==> config.mk <==
export PLATFORM = sky130hd
export DESIGN_NAME = nzts_cell
export DESIGN_NICKNAME = d
export VERILOG_FILES = /design/src/rtl/nzts_pkg.sv /design/src/rtl/nzts_cell.sv
export SDC_FILE = /design/constraint.sdc
export NUM_CORES = 1
export LEC_CHECK = 0
export ABC_AREA = 1
export BUFFER_PORTS_ARGS = -buffer_cell sky130_fd_sc_hd__buf_2
export CORE_AREA = 2 2 226 228
export DETAILED_ROUTE_END_ITERATION = 8
export DIE_AREA = 0 0 228 230
export PLACE_DENSITY = 0.47
export SYNTH_ARGS = -nofsm -noshare
export SYNTH_HDL_FRONTEND = slang
export SYNTH_SLANG_ARGS = --single-unit
export TNS_END_PERCENT = 50
==> constraint.sdc <==
create_clock -name clk -period 7.7 [get_ports clk]
set_input_delay 1.54 -clock clk [delete_from_list [all_inputs] [get_ports clk]]
set_output_delay 1.54 -clock clk [all_outputs]
set_load 0.03 [all_outputs]
==> src/rtl/nzts_pkg.sv <==
// shared types, constants and helpers for the nested zone timing stack
package nzts_pkg;

  localparam int STACK_DEPTH = 16;
  localparam int LVL_W = $clog2(STACK_DEPTH + 1);

  typedef enum logic [1:0] {
    KIND_BEGIN = 2'd0,
    KIND_END   = 2'd1,
    KIND_FRAME = 2'd2
  } kind_t;

  typedef enum logic [1:0] {
    ST_CLOSED    = 2'd0,
    ST_MALFORMED = 2'd1,
    ST_UNMATCHED = 2'd2,
    ST_DROPPED   = 2'd3
  } status_t;

  typedef enum logic [1:0] {
    OP_HOLD,
    OP_PUSH,
    OP_POP
  } cell_op_t;

  typedef struct packed {
    logic [31:0] name;
    logic [63:0] start;
    logic [63:0] child;
    logic [31:0] seq;
  } entry_t;

  function automatic logic [3:0] depth_sat(input logic [LVL_W-1:0] d);
    logic [LVL_W+3:0] ext;
    ext = {4'b0, d};
    return (ext > (LVL_W + 4)'(15)) ? 4'hf : ext[3:0];
  endfunction

endpackage

==> src/rtl/nzts_cell.sv <==
// one stack cell: holds an open zone and shifts with its neighbors on push or pop
module nzts_cell
  import nzts_pkg::*;
(
  input  logic     clk,
  input  cell_op_t op,
  input  entry_t   up_in,
  input  entry_t   dn_in,
  output entry_t   ent
);

  always_ff @(posedge clk) begin
    case (op)
      OP_PUSH: ent <= up_in;
      OP_POP:  ent <= dn_in;
      default: ent <= ent;
    endcase
  end

endmodule

==> metrics.md, run 1 <==
| Metric | Value |
|---|---|
| Combinational Power Share | `24.6%` |
| Die W | `228 um` |
| Tot Pwr | `0.002994 W` |
| Largest fanout on the critical path | `82` |
| Net Count, Synth | `1,202` |
| GRT overflow | `0` |
| Post-synthesis cell area | `0.008159 mm2` |
| Sequential share of the synthesized area | `70.66%` |
| Regs by FF count | `ent x192` |
| Max H-tree Level | `4` |
| Final ANT Viol Nets | `0` |
| Yosys synthesis warning count | `0` |
| Top-count cell post-synth | `nand2_1` |
| Fin crit share | `40.90%` |
| 1st-pass router iterations | `4` |
| Fmax | `317.5 MHz` |
| CTS Buf Count | `17` |
| FF/Latch Area | `0.005766 mm2` |
| Ports | `579` |
| Final min period | `3149 ps` |
| Setup_tns | `0 ps` |
| DRC | `0` |
| Std-Cell Core Area | `0.04986 mm2` |
| Most used DFF post-synth | `edfxtp_1` |
| Final setup vio count | `0` |
| DR vias/cell | `3.697` |
| Async set-or-reset flop fraction in the synthesized netlist | `0%` |
| Relative slew slack | `40.34%` |
| Clk buf depth | `2` |
| Max reg flops | `192` |
| Max cap viols | `0` |
| Switching share of power | `33.59%` |
| Sink Count | `192` |
| Largest cells by area after synthesis | `edfxtp_1 71%, nand2_1 26%, buf_2 2.5%, ha_1 0.15%, clkbuf_1 0.092%` |
| WP data arrival | `3250 ps` |
| Synth area leader | `edfxtp_1` |
| Routability cong. | `0.8974` |
| Area grow syn2layout | `50.97%` |
| Row Count | `82` |
| Power density cells | `243.1 mW/mm2` |
| Post-CTS Setup Bufs | `0` |
| Largest net degree at the start of global routing | `84` |
| First-pass GRT wire length | `45,750 um` |
| Crit. End Element | `flop` |
| Status | `complete, no violations` |
| Syn Area/Cell | `10.02 um2` |
| Fillers | `5,519` |
| CTS tree | `done` |
| Clk pwr share | `29.5%` |
| Slew @ Worst Pin | `894.9 ps` |
| Cell count after synthesis | `814` |
| RSZ-0062 raised after global routing | `false` |
| Drt initial violations | `333` |
| Starting Density | `16.36%` |
| Number of flops mapped to enable cells by yosys | `192` |
| Internal power | `0.001988 W` |
| CP Launch Type | `input port` |
| Critical path class | `input port to flop` |
| Worst VDD drop | `0.0001322 V` |
| WP data required | `7800 ps` |
| Vias in the first global route | `7,827` |
| Max Transition Viols Final | `0` |
| Final #Nets | `1,763` |
| Cells after DPL | `2,028` |
| Routed WL | `31,170 um` |
| HPWL after detailed placement | `24,570 um` |
| Share of cells above drive strength 1 | `44.45%` |
| Netlist cell types | `7` |
| Synth cell count leaders | `576 x nand2_1, 192 x edfxtp_1, 40 x buf_2, 2 x clkbuf_1, 2 x inv_1` |
| Number of synthesized register bits | `192` |
| Largest Register | `ent` |
| Die ar. | `0.05244 mm2` |
| Overall die height | `230 um` |
| Multi-input gate area | `0.002187 mm2` |
| Total global-route track usage | `11.77%` |
| Antenna violations before repair | `10` |
| Pleak | `6.132 nW` |
| Post-CTS Hold Fix Bufs | `0` |
| Worst hold path class | `input port to flop` |
| Sequential power share | `45.9%` |
| Vias | `7,620` |
| Clock root buffer | `clkbuf_16` |
| WHS | `1314 ps` |
| Clock-pin slew on the worst setup and hold paths | `80 ps` |
| Endpoints failing hold | `0` |
| P_sw | `0.001006 W` |
| Input/output buffers | `578` |
| Drt wl/cell | `15.12 um` |
| Share of the synthesized area in the top cell type | `70.66%` |
| Non-Filler Instances | `2,061` |
| Resized cells post-CTS | `0` |
==> logic make-up (layout without fill, tap and decap cells) <==
family	after synthesis	in the layout	share of synthesized area, %
AND/OR/NAND/NOR	576	576	26.50
flip-flops	192	192	70.66
buffers and inverters	45	619	2.684
adder cells (fa/ha/maj)	1	1	0.1533
other	0	1	0
==> per-stage QoR <==
| stage | instance area, um2 | utilization, % | setup WS [ps] |
|---|---|---|---|
| floorplan | 8159 | - | 1593 |
| global placement | 11760 | 23.57 | 4034 |
| detailed placement | 11760 | 23.57 | 4012 |
| CTS | 12320 | 24.70 | 4574 |
| global route | 12320 | 24.70 | 4416 |
| finish | 12320 | 24.70 | 4551 |
==> critical path: stages <==
cell   delay (ps)
buf_2         100
inv_1          80
ha_4          220
inv_8         430
buf_4         760
==> layout by cell type, fill, tap and decap left out, types with 2 or more instances in the layout <==
cell          n
buf_2       578
nand2_1     576
edfxtp_1    192
clkbuf_16    17
buf_4         6
inv_6         4
clkinvlp_4    4
inv_8         3
clkinv_2      2
==> layout make-up <==
type	count	share of cell area, %
Sequential cell	192	46.81
Clock inverter	14	1.067
Inverter	3	0.1930
Tap cell	672	6.826
Antenna cell	1	0.02031
Multi-Input combinational cell	577	17.76
Clock buffer	18	3.484
Timing Repair Buffer	584	23.85
==> power groups by stage <==
stage	Combinational, W	Clock (W)	Sequential [W]
after CTS	0.000749	0.000932	0.00138
after floorplan	0.000123	0	0.00173
after detailed placement	0.000749	0	0.00140
after global placement	0.000748	0	0.00140
after global routing	0.000789	0.000959	0.00139
final	0.000736	0.000883	0.00137
==> layer usage <==
metal / wire length, um / GRT usage [%] / part of all wire, %
met1: 12260 / 12.87 / 39
met2: 15230 / 20.30 / 49
met3: 2896 / 4.836 / 9.3
met4: 763 / 4.596 / 2.4
met5: 27 / 0 / 0.087
==> worst paths after layout <==
| kind | startpoint | end | depth (start not counted) |
|---|---|---|---|
| hold / removal | up_in[79] | ent[79] | 3 |
| setup / recovery | op[0] | ent[110] | 5 |
Note: power is estimated with default switching activity, not from simulation.
==> run 2, diff against run 1 <==
clock period = 3.3 ns   (was 7.7 ns; I/O delays follow)
==> metrics.md, run 2 (synthesized netlist as in run 1, its figures left out) <==
| Metric | Value |
|---|---|
| Status | `complete, no violations` |
| Die ar. | `0.05244 mm2` |
| Clock root buffer | `clkbuf_16` |
| Largest fanout on the critical path | `1` |
| Hold endpoint | `ent[5]` |
| Pleak | `6.139 nW` |
| Critical path class | `flop to output port` |
| Drt wl/cell | `15.40 um` |
| Clk buf depth | `2` |
| Sink Count | `192` |
| Max Transition Viols Final | `0` |
| Share of cells above drive strength 1 | `44.38%` |
| Vias in the first global route | `7,844` |
| Row Count | `82` |
| Regs by FF count | `ent x192` |
| WHS | `442.1 ps` |
| Final #Nets | `1,764` |
| GRT busiest layer | `met2` |
| Highest cell delay on the worst timing path | `450 ps` |
| RSZ-0062 raised after global routing | `false` |
| CTS Buf Count | `17` |
| First-pass GRT wire length | `46,880 um` |
| Crit path cell chain | `buf_2` |
| Relative slew slack | `61.70%` |
| Total global-route track usage | `12.03%` |
| Max H-tree Level | `4` |
| CTS tree | `done` |
| Largest net degree at the start of global routing | `96` |
| Fillers | `5,460` |
| Area grow syn2layout | `51.86%` |
| CP bufs+invs | `1` |
| Most frequent cells in the layout | `578 x buf_2, 576 x nand2_1, 192 x edfxtp_1, 17 x clkbuf_16, 7 x clkinvlp_4` |
| DRC | `0` |
| Fin crit share | `54.16%` |
| Max reg flops | `192` |
| Overall die height | `230 um` |
| Slowest-stage cell, CP | `edfxtp_1` |
| WP data arrival | `1130 ps` |
| Routability cong. | `0.9116` |
| Worst Hold Path Cells | `3` |
| Largest Register | `ent` |
| Final Util | `24.85%` |
| Most common cell after layout, fill and taps aside | `buf_2` |
| Worst hold path class | `input port to flop` |
| Slew @ Worst Pin | `574.5 ps` |
| Antenna violations before repair | `15` |
| 1st-pass router iterations | `5` |
| Grt met1 use | `13.61%` |
| HPWL after detailed placement | `24,800 um` |
| WP data required | `2640 ps` |
| Input/output buffers | `578` |
| Fmax | `559.5 MHz` |
| Die W | `228 um` |
| GRT overflow | `0` |
| Post-CTS Setup Bufs | `0` |
| Worst VDD drop | `0.0002791 V` |
| Ports | `579` |
| Final min period | `1787 ps` |
| Endpoints failing hold | `0` |
| Routed WL | `31,770 um` |
| Max cap viols | `0` |
| Vias | `7,591` |
| Final ANT Viol Nets | `0` |
| Drt initial violations | `272` |
| DR vias/cell | `3.680` |
| Resized cells post-CTS | `0` |
| Post-CTS Hold Fix Bufs | `0` |
| Delay-heaviest family, CP | `flip-flops` |
| Power density cells | `560.2 mW/mm2` |
| Hold_sp | `up_in[5]` |
| Met2 Usage GRT | `20.68%` |
| Crit. End Element | `output port` |
| Final setup vio count | `0` |
| Std-Cell Core Area | `0.04986 mm2` |
| Starting Density | `16.36%` |
| CP Launch Type | `flop` |
| Setup_tns | `0 ps` |
| Met3 usage | `4.576%` |
| Clock-pin slew on the worst setup and hold paths | `70 ps` |
run 2: changes by cell type in the layout (fill, tap and decap cells not counted), sizes merged:
cell / before / now
clkinvlp: 4 / 7
diode: 1 / 3
inv: 8 / 5
buf: 584 / 585
clkinv: 4 / 3
run 2: tightest hold or removal path, delay by kind of cell:
| kind | cells | cell delay (ps) |
|---|---|---|
| buf+inv | 1 | 70 |
| simple gates | 2 | 80 |
run 2: cell type report:
type                    count  area (um2)  share of cell area, %
clock buffers              18       429.2                  3.464
inverters                   3       27.53                 0.2222
flip-flops and latches    192        5766                  46.53
diodes                      3       7.507                0.06059
repair buffers            585        3020                  24.38
clock inverters            13       112.6                 0.9088
multi-input cells         577        2187                  17.65
well taps                 672       840.8                  6.786
run 2: power by group:
part	switching, W	internal (W)	total (W)
registers	0.0000904	0.00311	0.00320
clock network	0.000978	0.00103	0.00201
logic	0.00124	0.000491	0.00173
total	0.00231	0.00463	0.00694
run 2: worst max-delay path by stage:
stage / slack [ps] / endpoint / depth (start not counted) / start
after floorplan: -870 / ent[0] / 3 / op[0]
after global placement: 1170 / ent[13] / 7 / op[0]
after detailed placement: 1140 / ent[32] / 7 / op[0]
after CTS: 1430 / ent[143] / 1 / ent[143]
after global routing: 1460 / ent[13] / 1 / ent[13]
final: 1510 / ent[143] / 1 / ent[143]
run 2: layer usage:
metal | wire (um) | vias up
li1 | - | 3732
met1 | 12610 | 3408
met2 | 15650 | 394
met3 | 2816 | 51
met4 | 659 | 6
met5 | 40 | -
run 2: metrics by stage:
stage | power (W) | cells | cell area (um2) | setup WS [ps]
CTS | 0.007087 | 2060 | 12380 | 1430
global placement | 0.005008 | 2029 | 11840 | 1171
global route | 0.007281 | 2060 | 12380 | 1459
finish | 0.006941 | 2063 | 12390 | 1513
floorplan | 0.004303 | 814 | 8183 | -865.1
detailed placement | 0.005019 | 2029 | 11840 | 1139
==> run 3, diff against run 2 <==
clock period = 1.9 ns   (was 3.3 ns; I/O delays follow)
==> metrics.md, run 3 (synthesized netlist as in run 1, its figures left out) <==
| Metric | Value |
|---|---|
| CTS Buf Count | `17` |
| WP data required | `1520 ps` |
| P_sw | `0.004153 W` |
| Clk pwr share | `29.5%` |
| Row Count | `82` |
| Met3 usage | `5.122%` |
| Post-place instance area | `0.01217 mm2` |
| CP bufs+invs | `1` |
| Total global-route track usage | `12.29%` |
| Relative slew slack | `82.45%` |
| Sequential power share | `45.1%` |
| Most common cell after layout, fill and taps aside | `buf_2` |
| First-pass GRT wire length | `47,150 um` |
| Fillers | `5,433` |
| Endpoints failing hold | `0` |
| Fin crit share | `83.87%` |
| Die ar. | `0.05244 mm2` |
| Worst Hold Path Cells | `3` |
| Vias | `7,742` |
| Resized cells post-CTS | `0` |
| Max Transition Viols Final | `0` |
| Largest net degree at the start of global routing | `55` |
| Clock-pin slew on the worst setup and hold paths | `80 ps` |
| Multi-input gate area | `0.002187 mm2` |
| Worst VDD drop | `0.0006129 V` |
| Crit path to | `ent[91]` |
| Max H-tree Level | `4` |
| CTS tree | `done` |
| Switching share of power | `33.62%` |
| Regs by FF count | `ent x192` |
| Delay-heaviest family, CP | `flip-flops` |
| Largest fanout on the critical path | `1` |
| Largest Register | `ent` |
| Final Instance Area | `0.01276 mm2` |
| Ports | `579` |
| Crit path cell chain | `buf_2` |
| Fmax | `627.5 MHz` |
| Overall die height | `230 um` |
| Max reg flops | `192` |
| Grt met1 use | `14.06%` |
| Power density cells | `968.5 mW/mm2` |
| Internal power | `0.008201 W` |
| Max cap viols | `0` |
| GRT overflow | `0` |
| Final min period | `1594 ps` |
| CP Launch Type | `flop` |
| WP data arrival | `1210 ps` |
| GRT busiest layer | `met2` |
| Slew @ Worst Pin | `263.2 ps` |
| Antenna violations before repair | `16` |
| Clk buf depth | `2` |
| Drt wl/cell | `15.55 um` |
| FF/Latch Area | `0.005766 mm2` |
| 1st-pass router iterations | `6` |
| Combinational Power Share | `25.4%` |
| Std-Cell Core Area | `0.04986 mm2` |
| Worst hold path class | `input port to flop` |
| HPWL after detailed placement | `26,620 um` |
| Clock root buffer | `clkbuf_16` |
| DR vias/cell | `3.708` |
| Met2 Usage GRT | `20.38%` |
| Area grow syn2layout | `56.34%` |
| Input/output buffers | `578` |
| Starting Density | `16.36%` |
| Routability cong. | `0.9140` |
| Dpl ws | `275.0 ps` |
| Critical path class | `flop to output port` |
| Most frequent cells in the layout | `578 x buf_2, 576 x nand2_1, 192 x edfxtp_1, 18 x buf_12, 17 x clkbuf_16` |
| Final ANT Viol Nets | `0` |
| Post-CTS Setup Bufs | `0` |
| Highest cell delay on the worst timing path | `490 ps` |
| Final #Nets | `1,788` |
| RSZ-0062 raised after global routing | `false` |
| Path length in cells of the critical path | `1` |
| Status | `complete, no violations` |
| Slowest-stage cell, CP | `edfxtp_1` |
| Post-CTS Hold Fix Bufs | `0` |
| Share of cells above drive strength 1 | `45.58%` |
| Routed WL | `32,460 um` |
| Final worst slack | `306.4 ps` |
| Vias in the first global route | `7,863` |
| Sink Count | `192` |
| Final setup vio count | `0` |
| Drt initial violations | `358` |
| Crit. End Element | `output port` |
| Pleak | `6.341 nW` |
| Die W | `228 um` |
| DRC | `0` |
| CP startpoint | `ent[91]` |
==> run 3: area by class of cell <==
class | count | share of cell area (%)
Multi-Input combinational cell | 577 | 17.15
Inverter | 3 | 0.2158
Sequential cell | 192 | 45.20
Timing Repair Buffer | 609 | 26.27
Antenna cell | 3 | 0.05885
Clock inverter | 14 | 1.157
Clock buffer | 18 | 3.364
Tap cell | 672 | 6.591
==> run 3: worst min-delay path by stage <==
| stage | endpoint | slack, ps | startpoint |
|---|---|---|---|
| after floorplan | ent[0] | 560 | up_in[0] |
| after global placement | ent[110] | 640 | up_in[110] |
| after detailed placement | ent[141] | 640 | up_in[141] |
| after CTS | ent[154] | 90 | up_in[154] |
| after global routing | ent[49] | 120 | up_in[49] |
| final | ent[95] | 150 | up_in[95] |
==> run 3: routing by layer <==
layer | vias to the layer above | routed length, um | share of wire, %
met5 | - | 11 | 0.034
met4 | 2 | 760 | 2.3
met3 | 49 | 3152 | 9.7
met2 | 440 | 15710 | 48
met1 | 3467 | 12830 | 40
li1 | 3784 | - | -
==> run 3: power by group through the flow <==
| stage | sequential [W] | combinational, W | clock (W) |
|---|---|---|---|
| CTS | 0.00559 | 0.00319 | 0.00385 |
| finish | 0.00558 | 0.00314 | 0.00364 |
| floorplan | 0.00697 | 0.000503 | 0 |
| detailed placement | 0.00568 | 0.00318 | 0 |
| global placement | 0.00567 | 0.00318 | 0 |
| global route | 0.00564 | 0.00335 | 0.00398 |
==> run 3: through the flow <==
stage / utilization (%) / hold slack [ps] / setup TNS, ps / total power (W) / instances
2_1_floorplan: - / 558.6 / -381150 / 0.007473 / 814
3_3_place_gp: 24.41 / 644.6 / 0 / 0.008848 / 2053
3_5_place_dp: 24.41 / 644.6 / 0 / 0.008862 / 2053
4_1_cts: 25.57 / 90.95 / 0 / 0.01263 / 2085
5_1_grt: 25.57 / 116.1 / 0 / 0.01297 / 2086
6_report: 25.58 / 154.2 / 0 / 0.01235 / 2088
